File: src/design/msvt_pkg.sv
// Shared types and constants for the matrix stack vertex transform unit.
// Depends on nothing; imported by every module of the block.
`default_nettype none
package msvt_pkg;

  localparam int STACK_DEPTH_DEF = 20;
  localparam int FRAC_BITS_DEF   = 16;

  typedef enum logic [2:0] {
    OP_XFORM     = 3'd0,
    OP_PUSH      = 3'd1,
    OP_POP       = 3'd2,
    OP_SCALE     = 3'd3,
    OP_TRANSLATE = 3'd4,
    OP_ROTATE    = 3'd5
  } opcode_t;

  typedef enum logic [1:0] {
    ST_OK    = 2'd0,
    ST_FULL  = 2'd1,
    ST_EMPTY = 2'd2,
    ST_SAT   = 2'd3
  } status_t;

  typedef enum logic [1:0] {
    AX_X    = 2'd0,
    AX_Y    = 2'd1,
    AX_Z    = 2'd2,
    AX_NONE = 2'd3
  } axis_t;

  // issue control for one multiply-accumulate step
  typedef struct packed {
    logic valid;
    logic first;
  } lane_ctl_t;

  // what a lane hands to the merge
  typedef struct packed {
    logic signed [31:0] value;
    logic               sat;
  } lane_res_t;

endpackage
`default_nettype wire

File: src/design/msvt_lane.sv
// One multiply-accumulate lane: registered 32x32 product, saturating 64-bit sum,
// round-half-up narrowing to 32 bits. Depends on msvt_pkg.
`default_nettype none
module msvt_lane #(
  parameter int FRAC_BITS = msvt_pkg::FRAC_BITS_DEF
) (
  input  wire logic                clk,
  input  wire logic                rst,
  input  wire msvt_pkg::lane_ctl_t ctl,
  input  wire logic signed [31:0]  a,
  input  wire logic signed [31:0]  b,
  output msvt_pkg::lane_res_t      res
);
  import msvt_pkg::*;

  localparam logic signed [63:0] HALF = 64'sd1 <<< (FRAC_BITS - 1);

  logic signed [63:0] prod;
  lane_ctl_t          ctl_d;
  logic signed [63:0] acc;
  logic signed [64:0] sum;
  logic signed [63:0] sum_sat;
  logic signed [64:0] rnd;
  logic signed [63:0] rnd_sat;
  logic signed [63:0] q;

  always_comb begin
    sum = {acc[63], acc} + {prod[63], prod};
    if (sum[64] != sum[63]) begin
      sum_sat = sum[64] ? {1'b1, 63'd0} : {1'b0, {63{1'b1}}};
    end else begin
      sum_sat = sum[63:0];
    end
  end

  always_ff @(posedge clk) begin
    prod <= a * b;
    if (rst) begin
      ctl_d <= '0;
    end else begin
      ctl_d <= ctl;
    end
    if (ctl_d.valid) begin
      if (ctl_d.first) begin
        acc <= prod;
      end else begin
        acc <= sum_sat;
      end
    end
  end

  // round half up, floor shift, clamp to 32 bits; only the clamp flags saturation
  always_comb begin
    rnd = {acc[63], acc} + {HALF[63], HALF};
    if (rnd[64] != rnd[63]) begin
      rnd_sat = rnd[64] ? {1'b1, 63'd0} : {1'b0, {63{1'b1}}};
    end else begin
      rnd_sat = rnd[63:0];
    end
    q = rnd_sat >>> FRAC_BITS;
    res.sat = 1'b0;
    if (q > 64'sd2147483647) begin
      res.value = 32'sh7fffffff;
      res.sat   = 1'b1;
    end else if (q < -64'sd2147483648) begin
      res.value = 32'sh80000000;
      res.sat   = 1'b1;
    end else begin
      res.value = q[31:0];
    end
  end

endmodule
`default_nettype wire

File: config.mk
export PLATFORM = sky130hd
export DESIGN_NAME = msvt_lane
export DESIGN_NICKNAME = d
export VERILOG_FILES = /design/src/design/msvt_pkg.sv /design/src/design/msvt_lane.sv
export SDC_FILE = /design/constraint.sdc
export NUM_CORES = 2
export LEC_CHECK = 0
export BUFFER_PORTS_ARGS = -buffer_cell sky130_fd_sc_hd__buf_2
export CORE_UTILIZATION = 53
export DETAILED_ROUTE_END_ITERATION = 6
export PLACE_DENSITY = 0.72
export RECOVER_POWER = 25
export SETUP_SLACK_MARGIN = 0.15
export SLEW_MARGIN = 10
export SYNTH_ARGS = -nofsm -noshare
export SYNTH_HDL_FRONTEND = slang
export SYNTH_SLANG_ARGS = --single-unit
File: constraint.sdc
create_clock -name clk -period 24.9 [get_ports clk]
set_clock_uncertainty 0.05 [all_clocks]
set_input_delay 1.245 -clock clk [delete_from_list [all_inputs] [get_ports clk]]
set_output_delay 1.245 -clock clk [all_outputs]
set_load 0.02 [all_outputs]
### Word-level counts from Yosys, hierarchy flattened

Cells that the tools add are included.
W data, S select, Z words.

| cells by class | value |
|---|---|
| add/subtract/negate cells | 2 |
| multipliers | 1 |
| $lt $le $gt $ge | 2 |
| equal/unequal tests | 2 |
| muxes and demuxes | 8 |

Operator list:

| operator | count |
|---|---|
| $mux W64 | 5 |
| $add A64 B17 Y65 const B | 1 |
| $add A64 B64 Y65 | 1 |
| $mul A32 B32 Y64 | 1 |
| $gt A48 B32 Y1 const B | 1 |
| $lt A48 B32 Y1 const B | 1 |
| $mux W33 | 1 |
| $mux W32 | 1 |
| $ne A1 B1 Y1 | 2 |
| $mux W1 | 1 |

| word-level totals | value |
|---|---|
| register bits after elaboration | 130 |
| input bits | 68 |
| output and inout bits | 33 |
| word-level logic and storage cells | 19 |

### Depth between registers and ports, before layout

| logic depth | value |
|---|---|
| word-level depth | 6 |
| mapped depth | 31 |
| depth with buffers taken out | 29 |

### Worst setup path before layout

No wires, ideal clock.

| timing | value |
|---|---|
| path kind | input to register |
| start point | input port b[3] |
| end point | register prod[63] |
| library setup time | 72 ps |
| arrival | 9027 ps |
| data required time | 24778 ps |
| setup slack | 15751 ps |
| stages | 26 |
| buffers on the path | 1 |
| cell sequence | clkbuf_1 nand2_1 fa_1 fa_1 inv_1 fa_1 fa_1 inv_1 fa_1 inv_1 fa_1 fa_1 fa_1 ha_1 a21oi_1 nand2_1 a21o_1 a21oi_1 a2111oi_0 o21a_1 o311ai_1 nand2_1 a211oi_1 o21ai_0 a21oi_1 xnor2_1 |

| on the way | value |
|---|---|
| longest elaborated chain between the ends | 1 |

Ends and longest elaborated chain:

| what | RTL line | source |
|---|---|---|
| start, declared | msvt_lane.sv:11 | `input wire logic signed [31:0] b,` |
| $mul A32 B32 Y64 | msvt_lane.sv:37 | `prod <= a * b;` |
| end signal, assigned | msvt_lane.sv:37 |  |
| end, declared | msvt_lane.sv:18 | `logic signed [63:0] prod;` |

Every way passes these cells.
A chain may end at the register's enable or synchronous reset.

### Worst setup path in the final report

| timing | value |
|---|---|
| start point | input port a[31] |
| end point | register prod[63] |

| on the way | value |
|---|---|
| longest elaborated chain between the ends | 1 |

Ends and longest elaborated chain:

| what | RTL line | source |
|---|---|---|
| start, declared | msvt_lane.sv:10 | `input wire logic signed [31:0] a,` |
| $mul A32 B32 Y64 | msvt_lane.sv:37 |  |

Every way passes these cells.

==> flow_summary.json <==
{
  "layout_worst_path_cycle_share_pct": 40.0,
  "drt-total-wl_microns": 124000,
  "status": "finished with violations",
  "synth_ff_type": "dfxtp_1",
  "final_core_util_pct": 55.5,
  "grt_pass1_vias": 35800,
  "cts_hold_buffers": 0,
  "syn_area_sq_um": 45600,
  "cts_root_buffer": "clkbuf_16",
  "tns_ns": 0,
  "setup_violations": 0,
  "viasPerCell": 5.57,
  "synth-edff-count": 64,
  "cts_buffer_depth": 2,
  "dr.pass1.iters": 7,
  "clkTransAtPathRegs_ns": 0.06,
  "cts_tree": "yes",
  "yosysSeqAreaShare_pct": 7.11,
  "drtIter0Drc": 2799,
  "cts_resized": 0,
  "hold_class": "register to register",
  "grt_use_total_pct": 29.8,
  "rows": 107,
  "gp_congestion": 0.934,
  "end_kind": "register",
  "grt_overflow_total": 0,
  "relSlewSlack_pct": -153,
  "nets": 6305,
  "die_area_sq_um": 87200,
  "antenna_found_initial": 8,
  "place_inst": 6028,
  "drcViolationCount": 0,
  "ys_seq_elements": 130,
  "io_pins": 101,
  "clk_latency_ns": 0.45,
  "synthCells": 5026,
  "drv_cap": 1,
  "tightest_slew_ns": 3.79,
  "post_cts_buffers": 0,
  "initial_core_util_pct": 53.5,
  "period_minus_slack_ns": 9.97,
  "yosysUniqueCellTypes": 81,
  "grt_first_pass_wirelength_microns": 199000,
  "synthesis.nets": 6428,
  "async_flop_share_pct": 0,
  "slew_violations": 65,
  "die_y_microns": 295,
  "fmax_ghz": 0.100,
  "crit_required_ns": 25.23,
  "grt_start_max_net_pins": 70,
  "antenna_cells": 0,
  "clkSinkCount": 130,
  "wl_per_cell_microns": 20.4,
  "avgSynthCellArea_sq_um": 9.07,
  "rsz0062_at_grt": "no",
  "core_sq_um": 85100,
  "syn_to_final_growth_pct": 3.57,
  "drive_above_1_share_pct": 3.82,
  "ant_nets": 0,
  "violations": "capacitance limit, slew limit",
  "vias": 33700,
  "layout.cells.non_filler": 6060,
  "cts_buffers": 17,
  "fp.dieW_microns": 295,
  "cp_max_fo": 32,
  "htree_levels": 4,
  "dp_hpwl_microns": 94200,
  "arrival_ns": 10.29,
  "final_cell_mix": "fa_1 (1,083), inv_1 (1,023), nand2_1 (653)",
  "worstSetupPathType": "input pin to register",
  "start_kind": "input pin",
  "synth_warnings": 0,
  "io_buffers": 100,
  "hold_viol": 0,
  "layout_commonest_cell": "fa_1"
}
synthesized netlist by cell type, types with 20 or more instances:
cell type | instances | area share (%)
xnor2_1 | 110 | 2.1
fa_1 | 1083 | 48
clkbuf_1 | 254 | 2.1
nor2b_1 | 61 | 0.84
inv_1 | 1023 | 8.4
o21bai_1 | 21 | 0.35
ha_1 | 251 | 6.9
o21a_1 | 20 | 0.33
a21oi_1 | 186 | 2.0
nand2_1 | 653 | 5.4
o21ai_0 | 99 | 1.1
nand2b_1 | 24 | 0.33
nor2_1 | 137 | 1.1
edfxtp_1 | 64 | 4.2
dfxtp_1 | 66 | 2.9
and3_1 | 21 | 0.29
and2_1 | 506 | 6.9
a21o_1 | 89 | 1.5
xor2_1 | 51 | 0.98
nand4_1 | 35 | 0.48
o21ai_1 | 32 | 0.35
nand3_1 | 47 | 0.52
critical path, cell delays in order:
cell	delay, ns
buf_2	0.54
nand2_1	0.21
fa_1	0.57
fa_1	0.57
inv_1	0.07
fa_1	0.98
fa_1	0.70
inv_1	0.42
fa_1	0.61
inv_1	0.05
fa_1	0.55
fa_1	0.43
fa_1	0.47
ha_1	0.37
a21oi_1	0.28
nand2_1	0.08
a21o_1	0.17
a21oi_1	0.22
a2111oi_0	0.12
o21a_1	0.17
o311ai_1	0.40
nand2_1	0.18
a211oi_1	0.41
o21ai_0	0.13
a21oi_1	0.19
xnor2_1	0.13
cells by family after synthesis:
| group | share of synthesized area (%) |
|---|---|
| multiplexers | 0.0247 |
| XOR/XNOR | 3.13 |
| flip-flops | 7.11 |
| buffers and inverters | 10.7 |
| adder cells (fa/ha/maj) | 54.5 |
| AND/OR/NAND/NOR | 17.0 |
| AO/OA/AOI/OAI | 7.56 |
worst paths after layout:
kind,depth (start not counted),slack [ns],start,end
worst max-delay path,26,14.93,a[31],prod[63]$_DFF_P_
worst min-delay path,2,0.51,prod[35]$_DFF_P_,acc[35]$_DFFE_PP_
worst max register to register,16,19.22,prod[0]$_DFF_P_,acc[45]$_DFFE_PP_
worst min register to register,2,0.51,prod[35]$_DFF_P_,acc[35]$_DFFE_PP_
registers in the layout, indices dropped and copies added (netlist names):
name,count
ctl_d,2
acc,64
prod,64
metrics by stage:
stage,setup WS (ns),hold WS (ns),area (sq um)
after detailed placement,14.47,0.497,46700
final,14.93,0.508,47200
after floorplan,15.75,0.460,45600
after global placement,14.60,0.485,46700
after CTS,14.93,0.513,47200
after global routing,14.22,0.555,47200
layer usage:
layer | global-route usage [%] | part of all wire, % | vias up | wire length [microns]
li1 | - | - | 14900 | -
met5 | 0 | 0.058 | - | 72
met3 | 7.62 | 11 | 220 | 13300
met4 | 7.10 | 2.4 | 10 | 2950
met2 | 46.0 | 44 | 1545 | 54500
met1 | 42.1 | 43 | 17100 | 52900
final cells by class:
class | instances | area [sq um]
timing repair buffer | 125 | 683
clock inverter | 15 | 134
inverter | 1024 | 3840
sequential | 130 | 3240
clock buffer | 17 | 425
fill | 7763 | 37900
multi-input combinational | 3605 | 37500
tap | 1144 | 1430
Power is left out: the tool's default activity adds up to more than one toggle a clock period on the data nets, which glitch-free logic cannot reach.
